[config.mk]
export PLATFORM = sky130hd
export DESIGN_NAME = reorderable_ring_queue
export DESIGN_NICKNAME = d
export VERILOG_FILES = /design/src/sv/rrq_pkg.sv /design/src/sv/reorderable_ring_queue.sv /design/src/sv/rrq_store.sv /design/src/sv/rrq_ctrl.sv
export VERILOG_INCLUDE_DIRS = /design/src /design/src/sv
export SDC_FILE = /design/constraint.sdc
export NUM_CORES = 2
export LEC_CHECK = 0
export BUFFER_PORTS_ARGS = -buffer_cell sky130_fd_sc_hd__buf_2
export CELL_PAD_IN_SITES_DETAIL_PLACEMENT = 0
export CELL_PAD_IN_SITES_GLOBAL_PLACEMENT = 1
export CORE_AREA = 2 2 476 478
export CTS_BUF_LIST = sky130_fd_sc_hd__clkbuf_4
export DETAILED_ROUTE_END_ITERATION = 10
export DIE_AREA = 0 0 478 480
export GPL_TIMING_DRIVEN = 1
export PLACE_DENSITY_LB_ADDON = 0.1
export SYNTH_ARGS = -nofsm -noshare
export SYNTH_HDL_FRONTEND = slang
export SYNTH_HIERARCHICAL = 1
export SYNTH_SLANG_ARGS = --single-unit
[constraint.sdc]
create_clock -name clk -period 4.5 [get_ports clk]
set_input_delay 0.225 -clock clk [delete_from_list [all_inputs] [get_ports clk]]
set_output_delay 0.225 -clock clk [all_outputs]
set_load 0.1 [all_outputs]
[src/sv/assert_macros.svh]
`ifndef ASSERT_MACROS_SVH
`define ASSERT_MACROS_SVH

// Checks a property on every rising clock edge outside reset.
`define RRQ_ASSERT(label, prop, msg) \
    label: assert property (@(posedge clk) disable iff (!rst_n) (prop)) else $error(msg);

// Checks that a condition is followed by a property in the following clock cycle.
`define RRQ_ASSERT_NEXT(label, cond, prop, msg) \
    label: assert property (@(posedge clk) disable iff (!rst_n) (cond) |=> (prop)) \
        else $error(msg);

`endif

[src/sv/rrq_pkg.sv]
`default_nettype none

package rrq_pkg;

    localparam int ACTION_W    = 3;
    localparam int POS_W       = 7;
    localparam int TO_W        = 6;
    localparam int DATA_W      = 32;
    localparam int COUNT_W     = 7;
    localparam int MAX_ENTRY_W = 64;

    typedef enum logic [ACTION_W-1:0] {
        ACT_APPEND = 3'd0,
        ACT_INSERT = 3'd1,
        ACT_REMOVE = 3'd2,
        ACT_MOVE   = 3'd3,
        ACT_GET    = 3'd4,
        ACT_POP    = 3'd5,
        ACT_CLEAR  = 3'd6
    } action_t;

    typedef struct packed {
        logic rd_en;
        logic wr_en;
    } mem_ctl_t;

endpackage

`default_nettype wire

[src/sv/reorderable_ring_queue.sv]
// A queue of entry words held in one ring-buffer memory and addressed by logical position
// from the head, with append, insert, remove, move, get, pop and clear commands; each
// command item yields exactly one result item carrying success, the entry read and the
// count after the command. Items are handled one at a time. Clear, a failed or unknown
// command and a move to the same position go straight to the result; append writes the
// entry in a final state; get and pop read it in fetch and capture states; insert shifts
// N entries and writes the new one, remove shifts N entries, and move fetches the entry,
// shifts N entries and writes it back (N is at most QUEUE_DEPTH - 1). The shift moves one
// entry per cycle through the single read port and single write port of the entry memory.
// A new command is taken from the cycle after the previous result enters the output register,
// even if that result is still waiting to be taken; a held output register stalls the block.
`default_nettype none

`include "assert_macros.svh"

module reorderable_ring_queue
    import rrq_pkg::*;
#(
    parameter int QUEUE_DEPTH = 64,
    parameter int ENTRY_WIDTH = 32
)
(
    input  wire logic                clk,
    input  wire logic                rst_n,
    input  wire logic                cmd_valid,
    output logic                     cmd_ready,
    input  wire logic [ACTION_W-1:0] action,
    input  wire logic [POS_W-1:0]    position,
    input  wire logic [TO_W-1:0]     to_position,
    input  wire logic [DATA_W-1:0]   entry_data,
    output logic                     rsp_valid,
    input  wire logic                rsp_ready,
    output logic                     ok,
    output logic [DATA_W-1:0]        entry_out,
    output logic [COUNT_W-1:0]       entry_count
);

    localparam int IW = $clog2(QUEUE_DEPTH);
    localparam int CW = $clog2(QUEUE_DEPTH + 1);
    localparam int LW = (CW > COUNT_W) ? CW : COUNT_W;

    mem_ctl_t               mem_ctl;
    logic [IW-1:0]          rd_addr;
    logic [IW-1:0]          wr_addr;
    logic [ENTRY_WIDTH-1:0] wr_data;
    logic [ENTRY_WIDTH-1:0] rd_data;
    logic                   res_valid;
    logic                   res_ready;
    logic                   res_ok;
    logic [ENTRY_WIDTH-1:0] res_entry;
    logic [CW-1:0]          res_count;
    logic [MAX_ENTRY_W-1:0] ent_wide;
    logic [LW-1:0]          cnt_wide;

    logic                   rsp_valid_reg, rsp_valid_next;
    logic                   ok_reg, ok_next;
    logic [DATA_W-1:0]      entry_out_reg, entry_out_next;
    logic [COUNT_W-1:0]     entry_count_reg, entry_count_next;

    rrq_ctrl #(
        .QUEUE_DEPTH (QUEUE_DEPTH),
        .ENTRY_WIDTH (ENTRY_WIDTH)
    ) u_ctrl (
        .clk         (clk),
        .rst_n       (rst_n),
        .cmd_valid   (cmd_valid),
        .cmd_ready   (cmd_ready),
        .action      (action),
        .position    (position),
        .to_position (to_position),
        .entry_data  (entry_data),
        .mem_ctl     (mem_ctl),
        .rd_addr     (rd_addr),
        .wr_addr     (wr_addr),
        .wr_data     (wr_data),
        .rd_data     (rd_data),
        .res_valid   (res_valid),
        .res_ready   (res_ready),
        .res_ok      (res_ok),
        .res_entry   (res_entry),
        .res_count   (res_count)
    );

    rrq_store #(
        .QUEUE_DEPTH (QUEUE_DEPTH),
        .ENTRY_WIDTH (ENTRY_WIDTH)
    ) u_store (
        .clk     (clk),
        .mem_ctl (mem_ctl),
        .rd_addr (rd_addr),
        .wr_addr (wr_addr),
        .wr_data (wr_data),
        .rd_data (rd_data)
    );

    assign ent_wide  = MAX_ENTRY_W'(res_entry);
    assign cnt_wide  = LW'(res_count);
    assign res_ready = !rsp_valid_reg || rsp_ready;

    always_comb
    begin
        rsp_valid_next   = rsp_valid_reg;
        ok_next          = ok_reg;
        entry_out_next   = entry_out_reg;
        entry_count_next = entry_count_reg;
        if (res_valid && res_ready)
        begin
            rsp_valid_next   = 1'b1;
            ok_next          = res_ok;
            entry_out_next   = ent_wide[DATA_W-1:0];
            entry_count_next = cnt_wide[COUNT_W-1:0];
        end
        else if (rsp_ready)
        begin
            rsp_valid_next = 1'b0;
        end
    end

    always_ff @(posedge clk or negedge rst_n)
    begin
        if (!rst_n)
        begin
            rsp_valid_reg   <= 1'b0;
            ok_reg          <= 1'b0;
            entry_out_reg   <= '0;
            entry_count_reg <= '0;
        end
        else
        begin
            rsp_valid_reg   <= rsp_valid_next;
            ok_reg          <= ok_next;
            entry_out_reg   <= entry_out_next;
            entry_count_reg <= entry_count_next;
        end
    end

    assign rsp_valid   = rsp_valid_reg;
    assign ok          = ok_reg;
    assign entry_out   = entry_out_reg;
    assign entry_count = entry_count_reg;

    `RRQ_ASSERT(a_count_range, res_count <= CW'(QUEUE_DEPTH), "entry count above queue depth")
    `RRQ_ASSERT(a_one_item, !(cmd_ready && res_valid), "command taken while a result is staged")
    `RRQ_ASSERT_NEXT(a_res_hold, res_valid && !res_ready, res_valid, "staged result dropped")
    `RRQ_ASSERT_NEXT(a_rsp_src, !rsp_valid && !(res_valid && res_ready), !rsp_valid, "stray item")

endmodule

`default_nettype wire

[src/sv/rrq_store.sv]
`default_nettype none

module rrq_store
    import rrq_pkg::*;
#(
    parameter int QUEUE_DEPTH = 64,
    parameter int ENTRY_WIDTH = 32,
    localparam int IW = $clog2(QUEUE_DEPTH)
)
(
    input  wire logic                   clk,
    input  wire mem_ctl_t               mem_ctl,
    input  wire logic [IW-1:0]          rd_addr,
    input  wire logic [IW-1:0]          wr_addr,
    input  wire logic [ENTRY_WIDTH-1:0] wr_data,
    output logic [ENTRY_WIDTH-1:0]      rd_data
);

    logic [ENTRY_WIDTH-1:0] mem [QUEUE_DEPTH];
    logic [ENTRY_WIDTH-1:0] rd_data_reg;

    always_ff @(posedge clk)
    begin
        if (mem_ctl.wr_en)
        begin
            mem[wr_addr] <= wr_data;
        end
        if (mem_ctl.rd_en)
        begin
            rd_data_reg <= mem[rd_addr];
        end
    end

    assign rd_data = rd_data_reg;

endmodule

`default_nettype wire

[src/sv/rrq_ctrl.sv]
`default_nettype none

module rrq_ctrl
    import rrq_pkg::*;
#(
    parameter int QUEUE_DEPTH = 64,
    parameter int ENTRY_WIDTH = 32,
    localparam int IW = $clog2(QUEUE_DEPTH),
    localparam int CW = $clog2(QUEUE_DEPTH + 1)
)
(
    input  wire logic                   clk,
    input  wire logic                   rst_n,
    input  wire logic                   cmd_valid,
    output logic                        cmd_ready,
    input  wire logic [ACTION_W-1:0]    action,
    input  wire logic [POS_W-1:0]       position,
    input  wire logic [TO_W-1:0]        to_position,
    input  wire logic [DATA_W-1:0]      entry_data,
    output mem_ctl_t                    mem_ctl,
    output logic [IW-1:0]               rd_addr,
    output logic [IW-1:0]               wr_addr,
    output logic [ENTRY_WIDTH-1:0]      wr_data,
    input  wire logic [ENTRY_WIDTH-1:0] rd_data,
    output logic                        res_valid,
    input  wire logic                   res_ready,
    output logic                        res_ok,
    output logic [ENTRY_WIDTH-1:0]      res_entry,
    output logic [CW-1:0]               res_count
);

    localparam int LW = (CW > POS_W) ? CW : POS_W;
    localparam logic [LW-1:0] DEPTH_L = LW'(QUEUE_DEPTH);
    localparam logic [LW:0]   DEPTH_S = (LW + 1)'(QUEUE_DEPTH);

    typedef enum logic [2:0] {
        S_IDLE,
        S_FETCH,
        S_CAPTURE,
        S_SHIFT,
        S_FINAL,
        S_RESULT
    } state_t;

    state_t                 state_reg, state_next;
    action_t                op_reg, op_next;
    logic [IW-1:0]          head_reg, head_next;
    logic [CW-1:0]          count_reg, count_next;
    logic [LW-1:0]          cur_reg, cur_next;
    logic [LW-1:0]          left_reg, left_next;
    logic [LW-1:0]          wdst_reg, wdst_next;
    logic [LW-1:0]          fpos_reg, fpos_next;
    logic                   up_reg, up_next;
    logic                   pend_reg, pend_next;
    logic                   final_reg, final_next;
    logic [ENTRY_WIDTH-1:0] data_reg, data_next;
    logic                   rok_reg, rok_next;
    logic [ENTRY_WIDTH-1:0] rent_reg, rent_next;

    logic [LW-1:0]          pos_l;
    logic [LW-1:0]          to_l;
    logic [LW-1:0]          cnt_l;
    logic [LW-1:0]          clamp_l;
    logic [LW-1:0]          src_l;
    logic [MAX_ENTRY_W-1:0] din_wide;

    function automatic logic [IW-1:0] slot_of(input logic [LW-1:0] p);
        logic [LW:0] s;
        s = {{(LW - IW + 1){1'b0}}, head_reg} + {1'b0, p};
        if (s >= DEPTH_S)
        begin
            s = s - DEPTH_S;
        end
        return s[IW-1:0];
    endfunction

    assign pos_l    = LW'(position);
    assign to_l     = LW'(to_position);
    assign cnt_l    = LW'(count_reg);
    assign clamp_l  = (pos_l > cnt_l) ? cnt_l : pos_l;
    assign src_l    = up_reg ? (cur_reg - 1'b1) : (cur_reg + 1'b1);
    assign din_wide = MAX_ENTRY_W'(entry_data);

    assign rd_addr  = slot_of((state_reg == S_FETCH) ? cur_reg : src_l);
    assign wr_addr  = slot_of((state_reg == S_FINAL) ? fpos_reg : wdst_reg);
    assign wr_data  = (state_reg == S_FINAL) ? data_reg : rd_data;

    assign cmd_ready = (state_reg == S_IDLE);
    assign res_valid = (state_reg == S_RESULT);
    assign res_ok    = rok_reg;
    assign res_entry = rent_reg;
    assign res_count = count_reg;

    always_comb
    begin
        state_next    = state_reg;
        op_next       = op_reg;
        head_next     = head_reg;
        count_next    = count_reg;
        cur_next      = cur_reg;
        left_next     = left_reg;
        wdst_next     = wdst_reg;
        fpos_next     = fpos_reg;
        up_next       = up_reg;
        pend_next     = pend_reg;
        final_next    = final_reg;
        data_next     = data_reg;
        rok_next      = rok_reg;
        rent_next     = rent_reg;
        mem_ctl       = '0;

        unique case (state_reg)
            S_IDLE:
            begin
                if (cmd_valid)
                begin
                    op_next    = action_t'(action);
                    data_next  = din_wide[ENTRY_WIDTH-1:0];
                    rok_next   = 1'b0;
                    rent_next  = '0;
                    pend_next  = 1'b0;
                    state_next = S_RESULT;
                    unique case (action_t'(action))
                        ACT_APPEND:
                        begin
                            if (cnt_l < DEPTH_L)
                            begin
                                fpos_next  = cnt_l;
                                rok_next   = 1'b1;
                                state_next = S_FINAL;
                            end
                        end
                        ACT_INSERT:
                        begin
                            if (cnt_l < DEPTH_L)
                            begin
                                fpos_next  = clamp_l;
                                cur_next   = cnt_l;
                                left_next  = cnt_l - clamp_l;
                                up_next    = 1'b1;
                                final_next = 1'b1;
                                rok_next   = 1'b1;
                                state_next = S_SHIFT;
                            end
                        end
                        ACT_REMOVE:
                        begin
                            if (pos_l < cnt_l)
                            begin
                                cur_next   = pos_l;
                                left_next  = cnt_l - pos_l - 1'b1;
                                up_next    = 1'b0;
                                final_next = 1'b0;
                                rok_next   = 1'b1;
                                state_next = S_SHIFT;
                            end
                        end
                        ACT_MOVE:
                        begin
                            if ((pos_l < cnt_l) && (to_l < cnt_l))
                            begin
                                rok_next = 1'b1;
                                if (pos_l != to_l)
                                begin
                                    cur_next   = pos_l;
                                    fpos_next  = to_l;
                                    up_next    = (pos_l > to_l);
                                    left_next  = (pos_l > to_l) ? (pos_l - to_l)
                                                                : (to_l - pos_l);
                                    final_next = 1'b1;
                                    state_next = S_FETCH;
                                end
                            end
                        end
                        ACT_GET:
                        begin
                            if (pos_l < cnt_l)
                            begin
                                cur_next   = pos_l;
                                rok_next   = 1'b1;
                                state_next = S_FETCH;
                            end
                        end
                        ACT_POP:
                        begin
                            if (cnt_l != '0)
                            begin
                                cur_next   = '0;
                                rok_next   = 1'b1;
                                state_next = S_FETCH;
                            end
                        end
                        ACT_CLEAR:
                        begin
                            head_next  = '0;
                            count_next = '0;
                            rok_next   = 1'b1;
                        end
                        default:
                        begin
                            rok_next = 1'b0;
                        end
                    endcase
                end
            end
            S_FETCH:
            begin
                mem_ctl.rd_en = 1'b1;
                state_next    = S_CAPTURE;
            end
            S_CAPTURE:
            begin
                state_next = S_RESULT;
                unique case (op_reg)
                    ACT_MOVE:
                    begin
                        data_next  = rd_data;
                        state_next = S_SHIFT;
                    end
                    ACT_GET:
                    begin
                        rent_next = rd_data;
                    end
                    ACT_POP:
                    begin
                        rent_next  = rd_data;
                        head_next  = slot_of(LW'(1));
                        count_next = count_reg - 1'b1;
                    end
                    default:
                    begin
                        rent_next = '0;
                    end
                endcase
            end
            S_SHIFT:
            begin
                if (left_reg != '0)
                begin
                    mem_ctl.rd_en = 1'b1;
                    pend_next     = 1'b1;
                    wdst_next     = cur_reg;
                    cur_next      = src_l;
                    left_next     = left_reg - 1'b1;
                end
                else
                begin
                    pend_next = 1'b0;
                end
                if (pend_reg)
                begin
                    mem_ctl.wr_en = 1'b1;
                end
                if ((left_reg == '0) && !pend_reg)
                begin
                    if (final_reg)
                    begin
                        state_next = S_FINAL;
                    end
                    else
                    begin
                        count_next = count_reg - 1'b1;
                        state_next = S_RESULT;
                    end
                end
            end
            S_FINAL:
            begin
                mem_ctl.wr_en = 1'b1;
                if ((op_reg == ACT_APPEND) || (op_reg == ACT_INSERT))
                begin
                    count_next = count_reg + 1'b1;
                end
                state_next = S_RESULT;
            end
            S_RESULT:
            begin
                if (res_ready)
                begin
                    state_next = S_IDLE;
                end
            end
            default:
            begin
                state_next = S_IDLE;
            end
        endcase
    end

    always_ff @(posedge clk or negedge rst_n)
    begin
        if (!rst_n)
        begin
            state_reg <= S_IDLE;
            op_reg    <= ACT_CLEAR;
            head_reg  <= '0;
            count_reg <= '0;
            cur_reg   <= '0;
            left_reg  <= '0;
            wdst_reg  <= '0;
            fpos_reg  <= '0;
            up_reg    <= 1'b0;
            pend_reg  <= 1'b0;
            final_reg <= 1'b0;
            data_reg  <= '0;
            rok_reg   <= 1'b0;
            rent_reg  <= '0;
        end
        else
        begin
            state_reg <= state_next;
            op_reg    <= op_next;
            head_reg  <= head_next;
            count_reg <= count_next;
            cur_reg   <= cur_next;
            left_reg  <= left_next;
            wdst_reg  <= wdst_next;
            fpos_reg  <= fpos_next;
            up_reg    <= up_next;
            pend_reg  <= pend_next;
            final_reg <= final_next;
            data_reg  <= data_next;
            rok_reg   <= rok_next;
            rent_reg  <= rent_next;
        end
    end

endmodule

`default_nettype wire

; Yosys cells after proc, flatten, opt, wreduce, memory -nomap -nowiden
; Memory sizes are Yosys's and may differ from the RTL's. A register that Yosys moved wholly into a read port is not among the register bits.
; Cells that the tools add are included.
[totals]
input_bits = 52
wordCells = 200
mem_bits_rw = 2048
out_inout_bits = 42
memories = 1
register_bits = 156
[mem_list]
columns = name, words, width, rd, rd_clocked_by_memory_dff, write_ports, line_no
row1 = u_store.mem, 64, 32, 1, 1, 1, rrq_store.sv:19  ; logic [ENTRY_WIDTH-1:0] mem [QUEUE_DEPTH];
[op_classes]
n_eq_ne = 39
add_sub_neg = 16
order_cmp = 8
muxes = 84
reduce_logical = 34
[op_table]
columns = operator, count
row1 = case mux 32 bit (2 select lines), 3
row2 = 2-to-1 mux 7 bit, 27
row3 = 2-to-1 mux 32 bit, 4
row4 = case mux 7 bit (4 select lines), 2
row5 = case mux 7 bit (3 select lines), 2
row6 = 2-to-1 mux 6 bit, 6
row7 = case mux 3 bit (6 select lines), 2
row8 = 2-to-1 mux 3 bit, 10
row9 = case mux 7 bit (2 select lines), 2
row10 = subtractor 7 x 1 -> 7 bit (second input constant), 4
row11 = equality test 3 bit (second input constant), 7
row12 = AND reduction 7 bit, 3
row13 = != test 2 x 1 -> 1 bit (second input constant), 10
row14 = 2-to-1 mux 1 bit, 19
row15 = != test 3 x 2 -> 1 bit (second input constant), 6
row16 = subtractor 6 x 1 -> 6 bit (second input constant), 3
row17 = adder 6 x 7 -> 8 bit, 2
row18 = >= comparator 8 x 7 -> 1 bit (second input constant), 2
row19 = equality test 3 x 2 -> 1 bit (second input constant), 5
row20 = adder 7 x 1 -> 7 bit (second input constant), 2
row21 = nonzero test 7 bit, 2
row22 = subtractor 7 bit, 2
row23 = case mux 6 bit (2 select lines), 1
row24 = != test 2 bit (second input constant), 5
row25 = other kinds (30), 50

; Longest topological paths before layout
[logic_depth]
word_depth = 7
depth_mapped = 19
mapped_depth_nobuf = 17

; Hierarchy
; Netlist, hierarchy kept.
[by_module_without_submodules]
columns = mod, area_per_inst_um2, instances, cells_per_inst, seq_area_each_um2
row1 = rrq_store, 79359.9, 1, 3511, 62459.9
row2 = rrq_ctrl, 8184.1, 1, 900, 2805.2
row3 = reorderable_ring_queue, 1702.9, 1, 88, 1026.0

; Worst setup path before layout
; No wires, ideal clock.
[synth_path]
path_type = reg2reg
start = register u_ctrl.state_reg[0]
end = memory u_store.mem[28][0], enable pin
period_less_slack_ps = 5021
arrival_time_ps = 4600
path_stages_with_launch = 13
path_slack_ps = -521
n_path_buf = 3
t_required_ps = 4079
setup_time_ps = 421
cell_sequence = dfrtp_1 clkbuf_1 nor2_1 nand2_1 mux2_2 ha_1 fa_1 xor2_1 clkbuf_1 or3b_2 or2_2 clkbuf_1 nor2_1
[synth_between]
elab_chain_cells = 5
elab_cells_between_ends = 10
classes_between = add/sub (2) / order compare (1) / eq/ne (2) / mux (5)
[synth_rtl]
columns = item, line_no
row1 = "start, declared", rrq_ctrl.sv:45  ; state_t state_reg, state_next;
row2 = "start signal, assigned", rrq_ctrl.sv:311  ; state_reg <= state_next;
row3 = equality test 3 bit *, rrq_ctrl.sv:85  ; assign wr_addr = slot_of((state_reg == S_FINAL) ? fpos_reg : wdst_reg);
row4 = 2-to-1 mux 7 bit *, rrq_ctrl.sv:85
row5 = adder 6 x 7 -> 8 bit *, rrq_ctrl.sv:69  ; s = {{(LW - IW + 1){1'b0}}, head_reg} + {1'b0, p};
row6 = >= comparator 8 x 7 -> 1 bit or subtractor 6 x 1 -> 6 bit (tied branches), "rrq_ctrl.sv:70, rrq_ctrl.sv:72"
row7 = 2-to-1 mux 6 bit *, rrq_ctrl.sv:70  ; if (s >= DEPTH_S)
row8 = net wr_addr[2], reorderable_ring_queue.sv:44  ; logic [IW-1:0] wr_addr;
row9 = "end, declared", rrq_store.sv:19
; The timed path passes the listed nets; every way through them passes the cells marked *.

; Worst setup path in the final report
[layout_path]
start = register u_ctrl.up_reg
end = register u_store.rd_data_reg[17] (netlist: u_store/rd_data[17]), read port of u_store.mem (data pin)
[layout_between]
elab_chain_cells = 5
elab_cells_between_ends = 6
classes_between = add/sub (2) / order compare (1) / mux (3)
[layout_rtl]
columns = item, line_no
row1 = "start, declared", rrq_ctrl.sv:53  ; logic up_reg, up_next;
row2 = "start signal, assigned", rrq_ctrl.sv:319  ; up_reg <= up_next;
row3 = 2-to-1 mux 7 bit *, rrq_ctrl.sv:81  ; assign src_l = up_reg ? (cur_reg - 1'b1) : (cur_reg + 1'b1);
row4 = 2-to-1 mux 7 bit *, rrq_ctrl.sv:84  ; assign rd_addr = slot_of((state_reg == S_FETCH) ? cur_reg : src_l);
row5 = adder 6 x 7 -> 8 bit *, rrq_ctrl.sv:69
row6 = >= comparator 8 x 7 -> 1 bit or subtractor 6 x 1 -> 6 bit (tied branches), "rrq_ctrl.sv:70, rrq_ctrl.sv:72"
row7 = 2-to-1 mux 6 bit *, rrq_ctrl.sv:70
row8 = net rd_addr[2], reorderable_ring_queue.sv:43  ; logic [IW-1:0] rd_addr;
row9 = "end, declared", rrq_store.sv:20  ; logic [ENTRY_WIDTH-1:0] rd_data_reg;
; Marks and branches as above.
; A chain may end at the register's enable or synchronous reset.

==> impl_metrics.py <==
metrics = {
    "sta": {
        "worst_slew_pin_slew_ns": 1.193,
        "fmax_ghz": 0.2292,
        "finalCriticalPeriod_ns": 4.364,
        "slew-limit-headroom_pct": 20.46,
        "rsz0062_at_grt": "yes",
        "hold_viol_final": 0,
        "finalMaxSlewViolations": 0,
        "worst_clock_skew_ns": 0.1261,
        "setup_viol": 0,
        "post-route-period-util_pct": 96.97,
    },
    "cts": {
        "clk_latency_ns": 1.41,
        "cts_buffers": 624,
        "cts.sinks": 2233,
        "root_buffer": "clkbuf_4",
        "clk_pin_slew_ns": 0.06,
        "cts_tree": "built",
        "clk_path_buf_depth": 4,
        "htree_levels": 6,
    },
    "floorplanning": {
        "start_util_pct": 39.84,
        "fp-row-count": 174,
        "die_w_um": 478,
        "core_mm2": 0.2240,
        "die_y_um": 480,
        "die-area_mm2": 0.2294,
        "io-pin-count": 94,
    },
    "cells_and_area": {
        "area_delta_synth_final_pct": 19.88,
        "fin_cells": 9021,
        "multi_input_area_mm2": 0.02202,
        "n_fill_cell": 19050,
        "top_register": "u_store/mem",
        "largest_reg_flops": 2048,
        "nets": 5716,
        "final_common_cell": "edfxtp_1",
        "final_cell_area_mm2": 0.1070,
        "regArea_mm2": 0.06629,
        "drive_above_1_share_pct": 36.93,
        "final_cell_mix": "edfxtp_1 (2080), clkbuf_4 (921), mux4_2 (446)",
    },
    "drt": {
        "drcViolationCount": 0,
        "wl_per_cell_um": 29.96,
        "num_vias": 50160,
        "dr.pass1.iters": 5,
        "vias_per_cell": 5.560,
        "final_antenna_net_count": 0,
        "wl_um": 270300,
        "drt-initial-drc-count": 5220,
    },
    "setup_path": {
        "cp_top_family": "adder cells",
        "cp_slowest_cell": "xor2_4",
        "r2r_cells": 12,
        "critPathKind": "flip-flop to flip-flop",
        "path_buf_inv": 3,
        "path_common_cell": "buf_4",
        "slowest_delay_ns": 0.53,
        "r2r_slack_ns": 0.14,
        "reg2reg_to": "u_store/rd_data[17]$_DFFE_PP_",
        "critPathMaxFanout": 14,
        "critPathCaptureType": "flip-flop",
        "r2r-start": "u_ctrl/up_reg$_DFFE_PN0P_",
        "crit_chain": "fa_1 > mux2_2 > fa_4 > xor2_4 > buf_4 > nor2_4 > buf_4 > a22oi_1 > buf_4 > nand3_1 > nand2_1 > a21oi_1",
        "cp.arrival_ns": 5.46,
        "startpoint_type": "flip-flop",
        "worstPathRequired_ns": 5.60,
    },
    "synth": {
        "synthesis.nets": 4616,
        "synthesis.area_mm2": 0.08925,
        "synth_warnings": 6,
        "yosysUniqueCellTypes": 82,
        "synth.avg_cell_area_um2": 19.84,
        "synth_edf_count": 2080,
        "yosys_most_used_dff": "edfxtp_1",
        "synth_seq_cells": 2233,
        "async_flop_share_pct": 6.852,
        "syn_inst": 4499,
        "ys_seq_area_share_pct": 74.28,
    },
    "global_route": {
        "grt_pass1_vias": 51280,
        "grt_max_degree": 137,
        "grt_usage_pct": 23.45,
        "grt_antenna_before_repair": 24,
        "grt_pass1_wl_um": 382500,
        "overflow": 0,
    },
    "worst_hold_path": {
        "min_delay_path_depth": 6,
        "hp-start": "position[3]",
        "holdCritPathClass": "input port to flip-flop",
        "hold_end": "u_ctrl/fpos_reg[3]$_DFFE_PN0P_",
    },
    "placed_design": {
        "dpl-instance-area_mm2": 0.09767,
        "place_hpwl_um": 166200,
        "dp_cells": 7815,
        "gpl.final_weighted_congestion": 0.8200,
        "port_buffers": 93,
    },
    "outcome": {
        "status": "finished clean",
    },
    "flow_run": {
        "max-cap-violations": 0,
    },
}
## how the worst max path moves through the flow
stage / from / endpoint / cells past startpoint
final: u_ctrl/up_reg$_DFFE_PN0P_ / u_store/rd_data[17]$_DFFE_PP_ / 12
after detailed placement: u_ctrl/cur_reg[0]$_DFFE_PN0P_ / u_store/rd_data[23]$_DFFE_PP_ / 9
after global routing: u_ctrl/cur_reg[0]$_DFFE_PN0P_ / u_store/rd_data[28]$_DFFE_PP_ / 15
after CTS: u_ctrl/state_reg[1]$_DFFE_PN0P_ / u_store/rd_data[2]$_DFFE_PP_ / 14
after floorplan: u_ctrl/state_reg[0]$_DFFE_PN0P_ / u_store/mem[28][0]$_DFFE_PP_ / 12
after global placement: u_ctrl/cur_reg[0]$_DFFE_PN0P_ / u_store/rd_data[23]$_DFFE_PP_ / 14
## worst reg2reg max path: cells and delay by family, from the launching register on
kind,cells,cell delay [ns]
AND/OR/NAND/NOR,3,0.73
adder cells (fa/ha/maj),2,0.97
XOR/XNOR,1,0.53
flip-flops,1,0.51
buffers and inverters,3,0.80
multiplexers,1,0.31
AO/OA/AOI/OAI,2,0.31
## cell usage after synthesis, types with 37 or more instances
cell type | instances | share of area [%]
edfxtp_1 | 2080 | 70
mux4_2 | 446 | 11
mux2i_1 | 224 | 2.5
dfrtp_1 | 151 | 4.2
nand2_1 | 145 | 0.61
nor2_1 | 134 | 0.56
a22oi_1 | 133 | 1.1
o21ai_0 | 109 | 0.61
clkbuf_1 | 106 | 0.45
a21oi_1 | 89 | 0.50
nand3_1 | 61 | 0.34
buf_2 | 58 | 0.33
ha_1 | 57 | 0.80
o22ai_1 | 55 | 0.39
mux2_2 | 49 | 0.62
a22o_1 | 45 | 0.44
inv_1 | 43 | 0.18
mux2_4 | 40 | 0.67
buf_6 | 37 | 0.47
## area by class of cell
| class | count | area share [%] |
|---|---|---|
| Sequential cell | 2233 | 61.96 |
| Multi-Input combinational cell | 1971 | 20.58 |
| Timing Repair Buffer | 724 | 6.630 |
| Clock buffer | 921 | 6.463 |
| Tap cell | 2992 | 3.499 |
| Clock inverter | 115 | 0.6596 |
| Inverter | 45 | 0.1591 |
| Antenna cell | 20 | 0.04678 |
## through the flow
| step | utilization, % | setup TNS (ns) | worst slack (ns) | hold slack (ns) |
|---|---|---|---|---|
| global route | 47.75 | -0.02620 | -0.01476 | 0.07917 |
| global placement | 43.60 | -2.919 | -0.5783 | 0.07152 |
| floorplan | - | -168.37 | -0.5212 | -0.07059 |
| finish | 47.76 | 0 | 0.1363 | 0.1397 |
| detailed placement | 43.60 | -2.937 | -0.6265 | 0.07465 |
| CTS | 47.68 | 0 | 0.001276 | 0.01175 |
## routing by layer
metal | global-route usage (%) | vias to the layer above | routed length [µm]
met5 | 0 | - | 0
met4 | 6.767 | 0 | 5970
met3 | 4.800 | 383 | 19940
met2 | 36.53 | 2004 | 126100
met1 | 33.44 | 26520 | 118300
li1 | - | 21250 | -
## what timing repair did
action / in CTS / in global routing
endpoints found under the setup margin: 17 / 28
pin swaps: 1 / 1
buffers inserted: 3 / 3
endpoints found under the hold margin: 300 / 0
hold buffers: 145 / 0
gates resized for setup: 11 / 25
## logic make-up after synthesis
family                     after synthesis  synth area share [%]
DFF                                   2233                 74.28
muxes                                  759                 15.06
AOI/OAI and AO/OA                      640                 4.980
and+or+nand+nor                        478                 2.549
buffers and inverters                  295                 1.872
adders and majority gates               65                0.9786
xor gates and xnor gates                29                0.2846
Power is left out: the tool's default activity adds up to more than one toggle a clock period on the data nets, which glitch-free logic cannot reach.
